## config.mk

```make
export PLATFORM = sky130hd
export DESIGN_NAME = double_ended_stack_allocator_core_flat
export DESIGN_NICKNAME = d
export VERILOG_FILES = /design/src/rtl/desa_pkg.sv /design/src/rtl/desa_if.sv /design/src/rtl/desa_step.sv /design/src/rtl/double_ended_stack_allocator_core.sv /design/src/flat_wrapper.sv
export SDC_FILE = /design/constraint.sdc
export NUM_CORES = 1
export LEC_CHECK = 0
export BUFFER_PORTS_ARGS = -buffer_cell sky130_fd_sc_hd__buf_2
export CAP_MARGIN = 20
export CORE_MARGIN = 10
export CORE_UTILIZATION = 35
export CTS_CLUSTER_SIZE = 25
export DETAILED_ROUTE_END_ITERATION = 12
export PLACE_DENSITY = 0.56
export SLEW_MARGIN = 10
export SYNTH_ARGS = -nofsm -noshare
export SYNTH_HDL_FRONTEND = slang
export SYNTH_HIERARCHICAL = 1
export SYNTH_SLANG_ARGS = --single-unit
```

## constraint.sdc

```tcl
create_clock -name clk -period 8.8 [get_ports clk]
set_clock_uncertainty 0.15 [all_clocks]
set_input_delay 1.76 -clock clk [delete_from_list [all_inputs] [get_ports clk]]
set_output_delay 1.76 -clock clk [all_outputs]
set_load 0.02 [all_outputs]
```

## src/rtl/desa_pkg.sv

```systemverilog
// ----------------------------------------------------------------------------
// desa_pkg: shared types and constants for the double-ended stack allocator
// Holds the request and response payload structs, the request codes and the
// fixed field widths used by the interfaces and the modules.
// ----------------------------------------------------------------------------
package desa_pkg;

  // Width of every offset, size and marker field on the ports
  localparam int FIELD_BITS = 16;
  localparam int ALIGN_BITS = 4;
  localparam int FUNC_BITS  = 2;

  // Working width for aligned sums: room for rounding up by a full
  // alignment mask and then adding a size, so nothing wraps
  localparam int SUM_BITS = FIELD_BITS + 2;

  // Request codes
  localparam logic [FUNC_BITS-1:0] FUNC_ALLOC_FRONT = 2'd0;
  localparam logic [FUNC_BITS-1:0] FUNC_ALLOC_BACK  = 2'd1;
  localparam logic [FUNC_BITS-1:0] FUNC_ROLLBACK    = 2'd2;
  localparam logic [FUNC_BITS-1:0] FUNC_RESET       = 2'd3;

  typedef struct packed {
    logic [FUNC_BITS-1:0]  func;
    logic [FIELD_BITS-1:0] size;
    logic [ALIGN_BITS-1:0] align_log2;
    logic [FIELD_BITS-1:0] mark_front;
    logic [FIELD_BITS-1:0] mark_back;
  } req_t;

  typedef struct packed {
    logic                  ok;
    logic [FIELD_BITS-1:0] offset;
    logic [FIELD_BITS-1:0] front_now;
    logic [FIELD_BITS-1:0] back_now;
  } rsp_t;

endpackage

```

## src/rtl/desa_if.sv

```systemverilog
// ----------------------------------------------------------------------------
// desa interfaces: request, response and configuration channels
// Each channel moves one beat when valid and ready are both high at a rising
// clock edge. The source drives valid and payload, the sink drives ready.
// ----------------------------------------------------------------------------
interface desa_req_if;
  logic                            valid;
  logic                            ready;
  logic [desa_pkg::FUNC_BITS-1:0]  func;
  logic [desa_pkg::FIELD_BITS-1:0] size;
  logic [desa_pkg::ALIGN_BITS-1:0] align_log2;
  logic [desa_pkg::FIELD_BITS-1:0] mark_front;
  logic [desa_pkg::FIELD_BITS-1:0] mark_back;

  modport source (output valid, func, size, align_log2, mark_front, mark_back,
                  input ready);
  modport sink   (input valid, func, size, align_log2, mark_front, mark_back,
                  output ready);
endinterface

interface desa_rsp_if;
  logic                            valid;
  logic                            ready;
  logic                            ok;
  logic [desa_pkg::FIELD_BITS-1:0] offset;
  logic [desa_pkg::FIELD_BITS-1:0] front_now;
  logic [desa_pkg::FIELD_BITS-1:0] back_now;

  modport source (output valid, ok, offset, front_now, back_now, input ready);
  modport sink   (input valid, ok, offset, front_now, back_now, output ready);
endinterface

interface desa_cfg_if;
  logic                            valid;
  logic                            ready;
  logic [desa_pkg::FIELD_BITS-1:0] capacity;

  modport source (output valid, capacity, input ready);
  modport sink   (input valid, capacity, output ready);
endinterface

```

## src/rtl/desa_step.sv

```systemverilog
// ----------------------------------------------------------------------------
// desa_step: single-request update logic
// Works out the result and the next front and back offsets for one request
// from the current offsets and the configured capacity.
// ----------------------------------------------------------------------------
module desa_step #(
  parameter int OFF_W = 16
) (
  input  logic [OFF_W-1:0]     capacity,
  input  logic [OFF_W-1:0]     front_top,
  input  logic [OFF_W-1:0]     back_top,
  input  desa_pkg::req_t       req,
  output logic [OFF_W-1:0]     front_next,
  output logic [OFF_W-1:0]     back_next,
  output desa_pkg::rsp_t       rsp
);
  import desa_pkg::*;

  logic [SUM_BITS-1:0] amask;
  logic [SUM_BITS-1:0] size_x;
  logic [SUM_BITS-1:0] front_x;
  logic [SUM_BITS-1:0] back_x;
  logic [SUM_BITS-1:0] mf_x;
  logic [SUM_BITS-1:0] mb_x;
  logic [SUM_BITS-1:0] cap_x;
  logic [SUM_BITS-1:0] f_start;
  logic [SUM_BITS-1:0] f_end;
  logic [SUM_BITS-1:0] b_start;
  logic                size_nz;
  logic                f_ok;
  logic                b_ok;
  logic                r_ok;

  // Fields are taken modulo the offset width
  assign size_x  = SUM_BITS'(req.size[OFF_W-1:0]);
  assign mf_x    = SUM_BITS'(req.mark_front[OFF_W-1:0]);
  assign mb_x    = SUM_BITS'(req.mark_back[OFF_W-1:0]);
  assign front_x = SUM_BITS'(front_top);
  assign back_x  = SUM_BITS'(back_top);
  assign cap_x   = SUM_BITS'(capacity);
  assign amask   = (SUM_BITS'(1) << req.align_log2) - SUM_BITS'(1);
  assign size_nz = (size_x != '0);

  // Front: round the top up, then check the end against the back top
  assign f_start = (front_x + amask) & ~amask;
  assign f_end   = f_start + size_x;
  assign f_ok    = size_nz && (f_end <= back_x);

  // Back: refuse a size past the back top, then round the start down
  assign b_start = (back_x - size_x) & ~amask;
  assign b_ok    = size_nz && (size_x <= back_x) && (b_start >= front_x);

  // Rollback marker must be ordered and inside the buffer
  assign r_ok    = (mf_x <= mb_x) && (mb_x <= cap_x);

  always_comb begin
    front_next = front_top;
    back_next  = back_top;
    rsp.ok     = 1'b0;
    rsp.offset = '0;
    unique case (req.func)
      FUNC_ALLOC_FRONT: begin
        if (f_ok) begin
          front_next = OFF_W'(f_end);
          rsp.ok     = 1'b1;
          rsp.offset = FIELD_BITS'(f_start);
        end
      end
      FUNC_ALLOC_BACK: begin
        if (b_ok) begin
          back_next  = OFF_W'(b_start);
          rsp.ok     = 1'b1;
          rsp.offset = FIELD_BITS'(b_start);
        end
      end
      FUNC_ROLLBACK: begin
        if (r_ok) begin
          front_next = OFF_W'(mf_x);
          back_next  = OFF_W'(mb_x);
          rsp.ok     = 1'b1;
        end
      end
      FUNC_RESET: begin
        front_next = '0;
        back_next  = capacity;
        rsp.ok     = 1'b1;
      end
      default: begin
        front_next = front_top;
        back_next  = back_top;
      end
    endcase
    rsp.front_now = FIELD_BITS'(front_next);
    rsp.back_now  = FIELD_BITS'(back_next);
  end

endmodule

```

## src/rtl/double_ended_stack_allocator_core.sv

```systemverilog
// ----------------------------------------------------------------------------
// double_ended_stack_allocator_core: double-ended stack allocator
// Keeps a front offset growing up from zero and a back offset growing down
// from the configured capacity, and serves allocate, rollback and reset
// requests against them, one response beat per request beat.
//
//   channel  role    beat carries
//   -------  ------  ------------------------------------------------------
//   req      sink    func, size, align_log2, mark_front, mark_back
//   rsp      source  ok, offset, front_now, back_now
//   cfg      sink    capacity (also restarts the stack)
//
// Each request goes from its req beat into the input register, then through
// the update logic into the result register and out as its rsp beat. A new
// request is taken every cycle while rsp flows; the offsets update in place
// as a request leaves the input register, so back-to-back requests see each
// other's effects. rst clears both stages and loads capacity with all ones.
// A stalled rsp holds the result register; req stays ready while the input
// register is empty or about to move on. cfg is always ready.
// ----------------------------------------------------------------------------
module double_ended_stack_allocator_core #(
  parameter int OFFSET_BITS = 16
) (
  input  logic       clk,
  input  logic       rst,
  desa_req_if.sink   req,
  desa_rsp_if.source rsp,
  desa_cfg_if.sink   cfg
);
  import desa_pkg::*;

  // Offsets never exceed the port width, so keep no more bits than that
  localparam int OFF_W = (OFFSET_BITS < FIELD_BITS) ? OFFSET_BITS : FIELD_BITS;

  logic [OFF_W-1:0] capacity;
  logic [OFF_W-1:0] front_top;
  logic [OFF_W-1:0] back_top;
  logic [OFF_W-1:0] front_next;
  logic [OFF_W-1:0] back_next;

  logic             in_valid;
  req_t             in_req;
  logic             out_valid;
  rsp_t             out_rsp;
  rsp_t             step_rsp;
  req_t             req_beat;

  logic             advance;
  logic             req_take;

  // Result register frees up when empty or when its beat goes out
  assign advance  = !out_valid || rsp.ready;
  assign req.ready = !in_valid || advance;
  assign req_take = req.valid && req.ready;
  assign cfg.ready = 1'b1;

  assign req_beat.func       = req.func;
  assign req_beat.size       = req.size;
  assign req_beat.align_log2 = req.align_log2;
  assign req_beat.mark_front = req.mark_front;
  assign req_beat.mark_back  = req.mark_back;

  desa_step #(
    .OFF_W (OFF_W)
  ) u_step (
    .capacity   (capacity),
    .front_top  (front_top),
    .back_top   (back_top),
    .req        (in_req),
    .front_next (front_next),
    .back_next  (back_next),
    .rsp        (step_rsp)
  );

  // Input register: load on every accepted beat
  always_ff @(posedge clk) begin
    if (rst) begin
      in_valid <= 1'b0;
    end else if (req.ready) begin
      in_valid <= req.valid;
    end
    if (req_take) begin
      in_req <= req_beat;
    end
  end

  // Offsets and capacity: a capacity write restarts the stack
  always_ff @(posedge clk) begin
    if (rst) begin
      capacity  <= '1;
      front_top <= '0;
      back_top  <= '1;
    end else if (cfg.valid) begin
      capacity  <= cfg.capacity[OFF_W-1:0];
      front_top <= '0;
      back_top  <= cfg.capacity[OFF_W-1:0];
    end else if (in_valid && advance) begin
      front_top <= front_next;
      back_top  <= back_next;
    end
  end

  // Result register: hold while the sink stalls
  always_ff @(posedge clk) begin
    if (rst) begin
      out_valid <= 1'b0;
    end else if (advance) begin
      out_valid <= in_valid;
    end
    if (advance && in_valid) begin
      out_rsp <= step_rsp;
    end
  end

  assign rsp.valid     = out_valid;
  assign rsp.ok        = out_rsp.ok;
  assign rsp.offset    = out_rsp.offset;
  assign rsp.front_now = out_rsp.front_now;
  assign rsp.back_now  = out_rsp.back_now;

endmodule
```

## src/flat_wrapper.sv

```systemverilog
// flat-port wrapper written by rule: the top's interface ports become plain ports
module double_ended_stack_allocator_core_flat import desa_pkg::*;
#(
  parameter int OFFSET_BITS = 16
)
  (clk, rst, req_valid, req_func, req_size, req_align_log2, req_mark_front, req_mark_back, req_ready, rsp_valid, rsp_ok, rsp_offset, rsp_front_now, rsp_back_now, rsp_ready, cfg_valid, cfg_capacity, cfg_ready);
  desa_req_if req_i ();
  desa_rsp_if rsp_i ();
  desa_cfg_if cfg_i ();
  input  logic clk;
  input  logic rst;
  input wire logic [$bits(req_i.valid)-1:0] req_valid;
  input wire logic [$bits(req_i.func)-1:0] req_func;
  input wire logic [$bits(req_i.size)-1:0] req_size;
  input wire logic [$bits(req_i.align_log2)-1:0] req_align_log2;
  input wire logic [$bits(req_i.mark_front)-1:0] req_mark_front;
  input wire logic [$bits(req_i.mark_back)-1:0] req_mark_back;
  output wire logic [$bits(req_i.ready)-1:0] req_ready;
  output wire logic [$bits(rsp_i.valid)-1:0] rsp_valid;
  output wire logic [$bits(rsp_i.ok)-1:0] rsp_ok;
  output wire logic [$bits(rsp_i.offset)-1:0] rsp_offset;
  output wire logic [$bits(rsp_i.front_now)-1:0] rsp_front_now;
  output wire logic [$bits(rsp_i.back_now)-1:0] rsp_back_now;
  input wire logic [$bits(rsp_i.ready)-1:0] rsp_ready;
  input wire logic [$bits(cfg_i.valid)-1:0] cfg_valid;
  input wire logic [$bits(cfg_i.capacity)-1:0] cfg_capacity;
  output wire logic [$bits(cfg_i.ready)-1:0] cfg_ready;
  assign req_i.valid = req_valid;
  assign req_i.func = req_func;
  assign req_i.size = req_size;
  assign req_i.align_log2 = req_align_log2;
  assign req_i.mark_front = req_mark_front;
  assign req_i.mark_back = req_mark_back;
  assign req_ready = req_i.ready;
  assign rsp_valid = rsp_i.valid;
  assign rsp_ok = rsp_i.ok;
  assign rsp_offset = rsp_i.offset;
  assign rsp_front_now = rsp_i.front_now;
  assign rsp_back_now = rsp_i.back_now;
  assign rsp_i.ready = rsp_ready;
  assign cfg_i.valid = cfg_valid;
  assign cfg_i.capacity = cfg_capacity;
  assign cfg_ready = cfg_i.ready;
  double_ended_stack_allocator_core #(.OFFSET_BITS(OFFSET_BITS)) u_core (.clk(clk), .rst(rst), .req(req_i), .rsp(rsp_i), .cfg(cfg_i));
endmodule
```

Word level (Yosys, flattened, before mapping)
Cells that the tools add are included.
{"block": "word_totals", "reg_bits": 153, "input_bits": 75, "out_inout_bits": 52}
{"block": "classes", "addsub": 4, "magnitude_cmp": 5, "n_eq_ne": 3, "shift": 1, "mux": 13, "bitwise": 3, "n_reduce_logical": 14}
{"cell": "2-to-1 mux 16 bit", "n": 6}
{"cell": "one-hot mux 16 bit (3 select lines)", "n": 2}
{"cell": "<= comparator 16 bit", "n": 3}
{"cell": "bitwise AND 18 bit", "n": 2}
{"cell": "2-to-1 mux 17 bit", "n": 2}
{"cell": "one-hot mux 16 bit (2 select lines)", "n": 1}
{"cell": "adder 16 x 18 -> 18 bit", "n": 1}
{"cell": "adder 18 x 16 -> 18 bit", "n": 1}
{"cell": "greater-or-equal comparator 18 x 16 -> 1 bit", "n": 1}
{"cell": "<= comparator 18 x 16 -> 1 bit", "n": 1}
{"cell": "inverter 18 bit", "n": 1}
{"cell": "nonzero test 18 bit", "n": 1}
{"cell": "left shift 1 x 4 -> 18 bit, first input constant", "n": 1}
{"cell": "subtractor 18 x 2 -> 18 bit, second input constant", "n": 1}
{"cell": "subtractor 16 x 16 -> 17 bit", "n": 1}
{"cell": "logical AND 1 bit", "n": 6}
{"cell": "equality test 2 bit, second input constant", "n": 2}
{"cell": "one-hot mux 1 bit (4 select lines)", "n": 1}
{"cell": "equality test 2 x 1 -> 1 bit, second input constant", "n": 1}
{"cell": "zero test 1 bit", "n": 2}
{"cell": "zero test 2 bit", "n": 1}
{"cell": "logical OR 1 bit", "n": 2}
{"cell": "nonzero test 2 bit", "n": 1}
{"cell": "OR reduction 2 bit", "n": 1}
{"cell": "2-to-1 mux 1 bit", "n": 1}

Depth between registers and ports, before layout
Gate-level depths: netlist (run 1).
{"block": "logic_depth", "depth_word": 10, "mapped_depth": 38, "mapped_depth_nobuf": 36}

Modules after synthesis
The synthesis (run 1) kept the hierarchy.
{"module": "desa_step", "n_inst": 1, "cells_each": 879, "area_per_inst_um2": 5953.2, "seq_area_each_um2": 0.0}
{"module": "double_ended_stack_allocator_core", "n_inst": 1, "cells_each": 333, "area_per_inst_um2": 5182.5, "seq_area_each_um2": 4093.9}

Worst setup path after synthesis (run 1)
OpenSTA, ideal clock, no wires.
{"block": "synth_timing", "kind": "reg-to-reg", "startpoint": "reg u_core/in_req[32] in the netlist's numbering", "endpoint": "reg u_core.out_rsp, in the netlist u_core/rsp.front_now[0], data pin", "arrival_time_ns": 7.084, "required_time_ns": 8.399, "setup_slack_ns": 1.315, "path_stages_with_launch": 36, "n_path_buf": 3, "cell_sequence": "edfxtp_1 > buf_2 > nor4_2 > inv_1 > ha_1 > nor3_1 > mux2i_1 > o21ai_0 > ha_1 > a21o_1 > a21oi_1 > a2bb2oi_1 > nand2_1 > a21boi_0 > xnor2_1 > and2_1 > ha_1 > nand2_1 > o21ai_0 > nand2_1 > o21bai_1 > a31oi_1 > or2_2 > xnor2_1 > ha_1 > a21o_1 > a21oi_1 > nor2b_1 > a2111oi_0 > a211o_1 > nand4b_1 > nor4b_4 > o31ai_4 > buf_6 > a221o_1 > buf_4"}
{"block": "synth_via", "elab_chain_cells": 9}
{"element": "from (decl)", "line_no": "double_ended_stack_allocator_core.sv:42", "text": "req_t in_req;"}
{"element": "from (signal assigned)", "line_no": "double_ended_stack_allocator_core.sv:83", "text": "in_req <= req_beat;"}
{"element": "left shift 1 x 4 -> 18 bit (*)", "line_no": "desa_step.sv:41", "text": "assign amask = (SUM_BITS'(1) << req.align_log2) - SUM_BITS'(1);"}
{"element": "subtractor 18 x 2 -> 18 bit (*)", "line_no": "desa_step.sv:41"}
{"element": "adder 16 x 18 -> 18 bit or inverter 18 bit (tied branches)", "line_no": "desa_step.sv:45", "text": "assign f_start = (front_x + amask) & ~amask;"}
{"element": "bitwise AND 18 bit (*)", "line_no": "desa_step.sv:45"}
{"element": "adder 18 x 16 -> 18 bit (*)", "line_no": "desa_step.sv:46", "text": "assign f_end = f_start + size_x;"}
{"element": "<= comparator 18 x 16 -> 1 bit", "line_no": "desa_step.sv:47", "text": "assign f_ok = size_nz && (f_end <= back_x);"}
{"element": "logical AND 1 bit", "line_no": "desa_step.sv:47"}
{"element": "2-to-1 mux 16 bit (*)", "line_no": "desa_step.sv:63", "text": "if (f_ok) begin"}
{"element": "one-hot mux 16 bit (3 select lines) (*)", "line_no": "desa_step.sv:61", "text": "unique case (req.func)"}
{"element": "net u_core.front_next[0]", "line_no": "double_ended_stack_allocator_core.sv:38", "text": "logic [OFF_W-1:0] front_next;"}
{"element": "to (signal assigned)", "line_no": "double_ended_stack_allocator_core.sv:111", "text": "out_rsp <= step_rsp;"}
{"element": "to (decl)", "line_no": "double_ended_stack_allocator_core.sv:44", "text": "rsp_t out_rsp;"}
The timed path passes the listed nets; every way through them passes the cells marked *.
A chain may end at the register's enable or synchronous reset.

Final worst setup path (run 1)
{"block": "layout_timing", "startpoint": "reg u_core/in_req[32] in the netlist's numbering", "endpoint": "reg u_core.front_top[11]"}
{"block": "layout_via", "elab_chain_cells": 9}
{"element": "left shift 1 x 4 -> 18 bit (*)", "line_no": "desa_step.sv:41"}
{"element": "subtractor 18 x 2 -> 18 bit (*)", "line_no": "desa_step.sv:41"}
{"element": "adder 16 x 18 -> 18 bit or inverter 18 bit (tied branches)", "line_no": "desa_step.sv:45"}
{"element": "bitwise AND 18 bit (*)", "line_no": "desa_step.sv:45"}
{"element": "adder 18 x 16 -> 18 bit (*)", "line_no": "desa_step.sv:46"}
{"element": "<= comparator 18 x 16 -> 1 bit", "line_no": "desa_step.sv:47"}
{"element": "logical AND 1 bit", "line_no": "desa_step.sv:47"}
{"element": "2-to-1 mux 16 bit (*)", "line_no": "desa_step.sv:63"}
{"element": "one-hot mux 16 bit (3 select lines) (*)", "line_no": "desa_step.sv:61"}
{"element": "net u_core.front_next[11]", "line_no": "double_ended_stack_allocator_core.sv:38"}
{"element": "to (signal assigned)", "line_no": "double_ended_stack_allocator_core.sv:98", "text": "front_top <= front_next;"}
{"element": "to (decl)", "line_no": "double_ended_stack_allocator_core.sv:36", "text": "logic [OFF_W-1:0] front_top;"}
Marked as above.

==> impl_metrics.json, run 1 <==
{
  "worst_pin_slew_ns": 0.883,
  "setup_viol_count_final": 0,
  "core.rowCount": 65,
  "antenna_cells": 0,
  "portBuffers": 125,
  "regToRegStartpoint": "u_core/in_req[32]$_DFFE_PP_",
  "grt_start_max_net_pins": 55,
  "synth_cell_type_count": 80,
  "cts_root_buf": "sky130_fd_sc_hd__clkbuf_16",
  "die_height_um": 198,
  "maxCapViolCount": 0,
  "setup.worst_path.start_class": "flip-flop",
  "wire_length_of_the_first_global_routing_pass_mm": 57.3,
  "crit_path_arrival_time_ns": 8.33,
  "worst_slew_margin_rel": 0.396,
  "hold_path.class": "reg -> reg",
  "final_util": 0.399,
  "core-area_um2": 31500,
  "hold_bufs_inserted_after_cts": 0,
  "final_common_cell": "sky130_fd_sc_hd__buf_2",
  "grt_overflow_total": 0,
  "fp.dieArea_um2": 39400,
  "most-common-layout-cells": "sky130_fd_sc_hd__buf_2, sky130_fd_sc_hd__inv_1, sky130_fd_sc_hd__ha_1",
  "unrepaired_setup_endpoints_after_global_routing": "false",
  "routed_wirelength_mm": 38.5,
  "antenna_found_initial": 0,
  "max_freq_mhz": 123,
  "syn_area_um2": 11100,
  "post_route_cell_area_um2": 12600,
  "route.vias.total": 9660,
  "area_growth_syn_to_layout_pct": 12.8,
  "tritoncts_num_sinks": 153,
  "critical-path-slowest-cell": "sky130_fd_sc_hd__edfxtp_1",
  "grt_use_total": 0.194,
  "syn_inst": 1212,
  "hold_path.startpoint": "u_core/capacity[4]$_SDFFE_PP1P_",
  "routabilityCongestion": 0.964,
  "clock_tree.htree_level_count": 4,
  "cp_slowest_stage_delay_ns": 0.46,
  "final_critical_path_setup_slack_ns": 0.691,
  "worstPathMaxFanout": 14,
  "hold_viol": 0,
  "clk_latency_ns": 0.45,
  "setup.worst_path.start": "u_core/in_req[32]$_DFFE_PP_",
  "num_io_pins": 127,
  "syn_area_per_cell_um2": 9.19,
  "timing.setup.tns_ns": 0,
  "routedWlPerCell_um": 22.5,
  "multi_input_gate_area_um2": 6110,
  "timing.final.max_slew_violations": 0,
  "tritoncts_clock_tree": "yes",
  "final_layout_size_suffix_gt1_frac": 0.154,
  "cts_buffers": 17,
  "grt_pass1_vias": 9191,
  "peakVddDrop_v": 0.000141,
  "dr_vias_cell": 5.65,
  "worst-endpoint-required_ns": 9.03,
  "mappedNetlistNets": 1404,
  "pre_cts_slack_ns": 0.200,
  "ff2ff_setup_slack_ns": 0.69,
  "cp-end-kind": "flip-flop",
  "synth.yosys.seq_area_share": 0.368,
  "dp_hpwl_mm": 30.4,
  "power.density_nw_per_um2": 177,
  "synth.ff_latch_count": 153,
  "fillCellCount": 3191,
  "start_util": 0.354,
  "finish.net_count": 1487,
  "regArea_um2": 4090,
  "synth-async-reset-ratio": 0,
  "drt.antenna.violating_nets": 0,
  "status": "finished clean",
  "ys_dominant_reg_cell": "sky130_fd_sc_hd__edfxtp_1",
  "fp.dieW_um": 198,
  "dr.pass1.iters": 8,
  "final_period_minus_worst_setup_slack_ns": 8.11,
  "cts.clk_slew.worst_paths_ns": 0.06,
  "leakagePower_nw": 5.58,
  "remaining_drc_errors": 0,
  "drtIter0Drc": 946,
  "criticalPathCategory": "reg -> reg",
  "post-route-period-util": 0.922,
  "ys.warnings.count": 6,
  "synth_edf_count": 103,
  "dpl-instance-area_um2": 11900,
  "cts_max_path_buffers": 2
}
power breakdown:
part / switching (mW) / internal [mW] / total (mW)
Combinational: 0.389 / 0.237 / 0.627
Clock: 0.305 / 0.428 / 0.733
Sequential: 0.0422 / 0.820 / 0.863
area by class of cell:
| type | count | area share |
|---|---|---|
| sequential | 153 | 0.326 |
| clock inverter | 8 | 0.00408 |
| clock buffer | 24 | 0.0427 |
| multi-input combinational | 852 | 0.486 |
| tap | 402 | 0.0400 |
| timing repair buffer | 147 | 0.0639 |
| inverter | 124 | 0.0370 |
through the flow:
step                cells  hold slack [ns]  power, mW
floorplan            1212            0.298       1.32
global placement     1672            0.316       1.48
detailed placement   1672            0.328       1.49
CTS                  1704            0.347       2.22
global route         1710            0.368       2.33
finish               1710            0.347       2.22
worst max-delay path, delay by kind of cell, from the launching register on:
family	cells	cell delay, ns
AO/OA/AOI/OAI	15	3.31
AND/OR/NAND/NOR	12	2.39
adder cells (fa/ha/maj)	4	1.21
flip-flops	1	0.46
XOR/XNOR	2	0.30
buffers and inverters	1	0.11
multiplexers	1	0.11
cells in the mapped netlist, types with 6 or more instances:
cell type / instances / area, um^2
sky130_fd_sc_hd__ha_1: 114 / 1430
sky130_fd_sc_hd__and3_1: 24 / 150
sky130_fd_sc_hd__dfxtp_1: 50 / 1000
sky130_fd_sc_hd__o22ai_1: 7 / 43.8
sky130_fd_sc_hd__o21a_1: 13 / 97.6
sky130_fd_sc_hd__a211o_1: 7 / 61.3
sky130_fd_sc_hd__a21o_1: 24 / 180
sky130_fd_sc_hd__a21oi_1: 88 / 440
sky130_fd_sc_hd__a22o_1: 12 / 105
sky130_fd_sc_hd__nor2_1: 49 / 184
sky130_fd_sc_hd__a221oi_1: 6 / 52.6
sky130_fd_sc_hd__clkbuf_1: 36 / 135
sky130_fd_sc_hd__nand4_1: 15 / 93.8
sky130_fd_sc_hd__and2_1: 12 / 75.1
sky130_fd_sc_hd__a221o_1: 9 / 90.1
sky130_fd_sc_hd__mux2i_1: 6 / 60.1
sky130_fd_sc_hd__buf_2: 7 / 35.0
sky130_fd_sc_hd__xnor2_1: 30 / 263
sky130_fd_sc_hd__edfxtp_1: 103 / 3090
sky130_fd_sc_hd__nor3_1: 21 / 105
sky130_fd_sc_hd__nand2_1: 76 / 285
sky130_fd_sc_hd__o21bai_1: 7 / 52.6
sky130_fd_sc_hd__o211ai_1: 17 / 128
sky130_fd_sc_hd__a21boi_0: 18 / 135
sky130_fd_sc_hd__nand2b_1: 47 / 294
sky130_fd_sc_hd__o21ai_0: 72 / 360
sky130_fd_sc_hd__buf_4: 34 / 255
sky130_fd_sc_hd__nand3_1: 39 / 195
sky130_fd_sc_hd__o32a_1: 17 / 170
sky130_fd_sc_hd__xor2_1: 8 / 70.1
sky130_fd_sc_hd__nor4_1: 7 / 43.8
sky130_fd_sc_hd__inv_1: 124 / 465
sky130_fd_sc_hd__a211oi_1: 7 / 52.6
sky130_fd_sc_hd__o31ai_1: 6 / 45.0
sky130_fd_sc_hd__nor2b_1: 19 / 119
repair_timing:
item | CTS | global route
hold endpoints to repair | 0 | 0
endpoints found under the setup margin | 0 | 49
setup buffers | 0 | 6
resized for setup | 0 | 3
cells by family after synthesis:
logic type,count (synthesis),synth area share
XOR/XNOR,38,0.0299
buffers and inverters,207,0.0854
adder cells (fa/ha/maj),117,0.133
multiplexers,8,0.00742
other,2,0.000674
flip-flops,153,0.368
AND/OR/NAND/NOR,337,0.161
AO/OA/AOI/OAI,350,0.214
worst paths after layout:
path	end	cells after the start
setup / recovery	u_core/front_top[11]$_SDFFE_PP0P_	35
hold reg to reg	u_core/capacity[4]$_SDFFE_PP1P_	2
hold / removal	u_core/capacity[4]$_SDFFE_PP1P_	2
setup reg to reg	u_core/front_top[11]$_SDFFE_PP0P_	35
per-layer routing:
metal | GRT usage | wire length, um | part of all wire | up-vias
met5 | 0 | 0 | 0 | -
met4 | 0.0621 | 778 | 0.020 | 0
met3 | 0.0336 | 3040 | 0.079 | 45
met2 | 0.303 | 17500 | 0.46 | 432
met1 | 0.267 | 17200 | 0.45 | 4624
li1 | - | - | - | 4559
state kept, by name, summed over array words and instances, names as in the netlist, 16 cells and up:
signal and flops:
u_core/rsp.back_now 16, u_core/rsp.offset 16, u_core/front_top 16, u_core/back_top 16
u_core/rsp.front_now 16, u_core/capacity 16, u_core/in_req 54
Power figures use the tool's default switching activity.
==> run 2, diff against run 1 <==
--- a/config.mk
+++ b/config.mk
@@ -12,6 +12,7 @@
 export CTS_CLUSTER_SIZE = 25
 export DETAILED_ROUTE_END_ITERATION = 12
 export PLACE_DENSITY = 0.56
+export REMOVE_ABC_BUFFERS = 1
 export SLEW_MARGIN = 10
 export SYNTH_ARGS = -nofsm -noshare
 export SYNTH_HDL_FRONTEND = slang
==> constraint.sdc (replaced) <==
create_clock -name clk -period 9.4 [get_ports clk]
set_clock_uncertainty 0.15 [all_clocks]
set_input_delay 1.88 -clock clk [delete_from_list [all_inputs] [get_ports clk]]
set_output_delay 1.88 -clock clk [all_outputs]
set_load 0.02 [all_outputs]
==> impl_metrics.json, run 2 (same netlist as run 1, synthesis figures left out) <==
{
  "cts_root_buf": "sky130_fd_sc_hd__clkbuf_16",
  "final_layout_size_suffix_gt1_frac": 0.151,
  "timing.setup.tns_ns": 0,
  "hold_viol": 0,
  "status": "finished clean",
  "register_with_the_most_flip_flops": "u_core/in_req",
  "worst-endpoint-required_ns": 9.63,
  "portBuffers": 125,
  "num_io_pins": 127,
  "finish.net_count": 1483,
  "grt_overflow_total": 0,
  "cts_buffers": 17,
  "grt_use_total": 0.186,
  "drt.antenna.violating_nets": 0,
  "setup.worst_path.start_class": "flip-flop",
  "hold_path.class": "reg -> reg",
  "maxCapViolCount": 0,
  "post-route-period-util": 0.917,
  "hold_path.startpoint": "u_core/capacity[8]$_SDFFE_PP1P_",
  "dr_vias_cell": 5.49,
  "leakagePower_nw": 5.53,
  "antenna_cells": 0,
  "unrepaired_setup_endpoints_after_global_routing": "false",
  "cp_slowest_stage_delay_ns": 0.67,
  "timing.hold.ws_ns": 0.336,
  "start_util": 0.354,
  "tritoncts_num_sinks": 153,
  "flip_flop_count_of_the_largest_register_after_layout": 54,
  "cts.clk_slew.worst_paths_ns": 0.07,
  "regToRegStartpoint": "u_core/in_req[34]$_DFFE_PP_",
  "fp.dieArea_um2": 39400,
  "grt_pass1_vias": 9114,
  "final_period_minus_worst_setup_slack_ns": 8.62,
  "crit_buf_inv": 3,
  "final_util": 0.397,
  "die_height_um": 198,
  "final_common_cell": "sky130_fd_sc_hd__buf_2",
  "cp_top_family": "compound AO/OA/AOI/OAI gates",
  "core.rowCount": 65,
  "clk_latency_ns": 0.45,
  "dp_hpwl_mm": 27.9,
  "most-common-layout-cells": "sky130_fd_sc_hd__buf_2, sky130_fd_sc_hd__inv_1, sky130_fd_sc_hd__ha_1",
  "drtIter0Drc": 771,
  "final_critical_path_setup_slack_ns": 0.782,
  "max_freq_mhz": 116,
  "timing.final.max_slew_violations": 0,
  "cp-end-kind": "flip-flop",
  "worst_pin_slew_ns": 1.01,
  "critical-path-slowest-cell": "sky130_fd_sc_hd__o31ai_4",
  "routed_wirelength_mm": 36.6,
  "remaining_drc_errors": 0,
  "clock_tree.htree_level_count": 4,
  "fillCellCount": 3143,
  "antenna_found_initial": 0,
  "design_power_total_mw": 2.06,
  "tritoncts_clock_tree": "yes",
  "route.vias.total": 9359,
  "power.density_nw_per_um2": 165,
  "setup.worst_path.start": "u_core/in_req[34]$_DFFE_PP_",
  "worstPathMaxFanout": 16,
  "grt_start_max_net_pins": 55,
  "crit_path_arrival_time_ns": 8.85,
  "setup_viol_count_final": 0,
  "dr.pass1.iters": 5,
  "pre_cts_slack_ns": 0.731,
  "cts_repair_resize_count": 0,
  "hold_bufs_inserted_after_cts": 0,
  "fp.dieW_um": 198,
  "cts_max_path_buffers": 2,
  "routabilityCongestion": 0.926,
  "routedWlPerCell_um": 21.4,
  "criticalPathCategory": "reg -> reg",
  "wire_length_of_the_first_global_routing_pass_mm": 55.4,
  "core-area_um2": 31500,
  "cpMostUsedCell": "sky130_fd_sc_hd__ha_1",
  "worst_slew_margin_rel": 0.325,
  "area_growth_syn_to_layout_pct": 12.3,
  "peakVddDrop_v": 0.000132
}
## run 2: through the flow
stage          instance area, um^2  std cells
4_1_cts                      12500       1700
6_report                     12500       1706
5_1_grt                      12500       1706
2_1_floorplan                10700       1129
3_5_place_dp                 11900       1668
3_3_place_gp                 11900       1668
## run 2: timing repair
item	CTS	global route
setup endpoints to repair	0	16
setup buffers	0	6
endpoints found under the hold margin	0	0
## run 2: cell type report
| cell class | count | area (um^2) | area share |
|---|---|---|---|
| clock inverter | 11 | 82.6 | 0.00661 |
| timing repair buffer | 143 | 761 | 0.0609 |
| inverter | 124 | 465 | 0.0372 |
| clock buffer | 21 | 493 | 0.0394 |
| multi-input combinational | 852 | 6100 | 0.488 |
| tap | 402 | 503 | 0.0402 |
| sequential | 153 | 4090 | 0.327 |
## run 2: power breakdown
| group | total, mW | internal (mW) | leakage [nW] | switching [mW] |
|---|---|---|---|---|
| logic | 0.575 | 0.219 | 3.85 | 0.355 |
| registers | 0.804 | 0.768 | 1.41 | 0.0363 |
| clock network | 0.685 | 0.379 | 0.279 | 0.306 |
## run 2: final timing paths
path	depth (start not counted)	endpoint	slack (ns)
min reg2reg	2	u_core/capacity[8]$_SDFFE_PP1P_	0.34
max reg2reg	37	u_core/front_top[13]$_SDFFE_PP0P_	0.78
min	2	u_core/capacity[8]$_SDFFE_PP1P_	0.34
max	37	u_core/front_top[13]$_SDFFE_PP0P_	0.78
## run 2: per-layer routing
layer  vias up  wire (um)  track usage
li1       4535          -            -
met1      4511      16500        0.245
met2       270      17300        0.304
met3        43       1880       0.0314
met4         0        859       0.0626
met5         -          0            0
## run 2: worst register-to-register path: cells and delay by family (launching register included)
family	cells	cell delay, ns
AO/OA/AOI/OAI	15	3.58
XOR/XNOR	2	0.26
flip-flops	1	0.57
adder cells (fa/ha/maj)	4	1.36
multiplexers	1	0.11
buffers and inverters	3	0.35
AND/OR/NAND/NOR	12	2.20
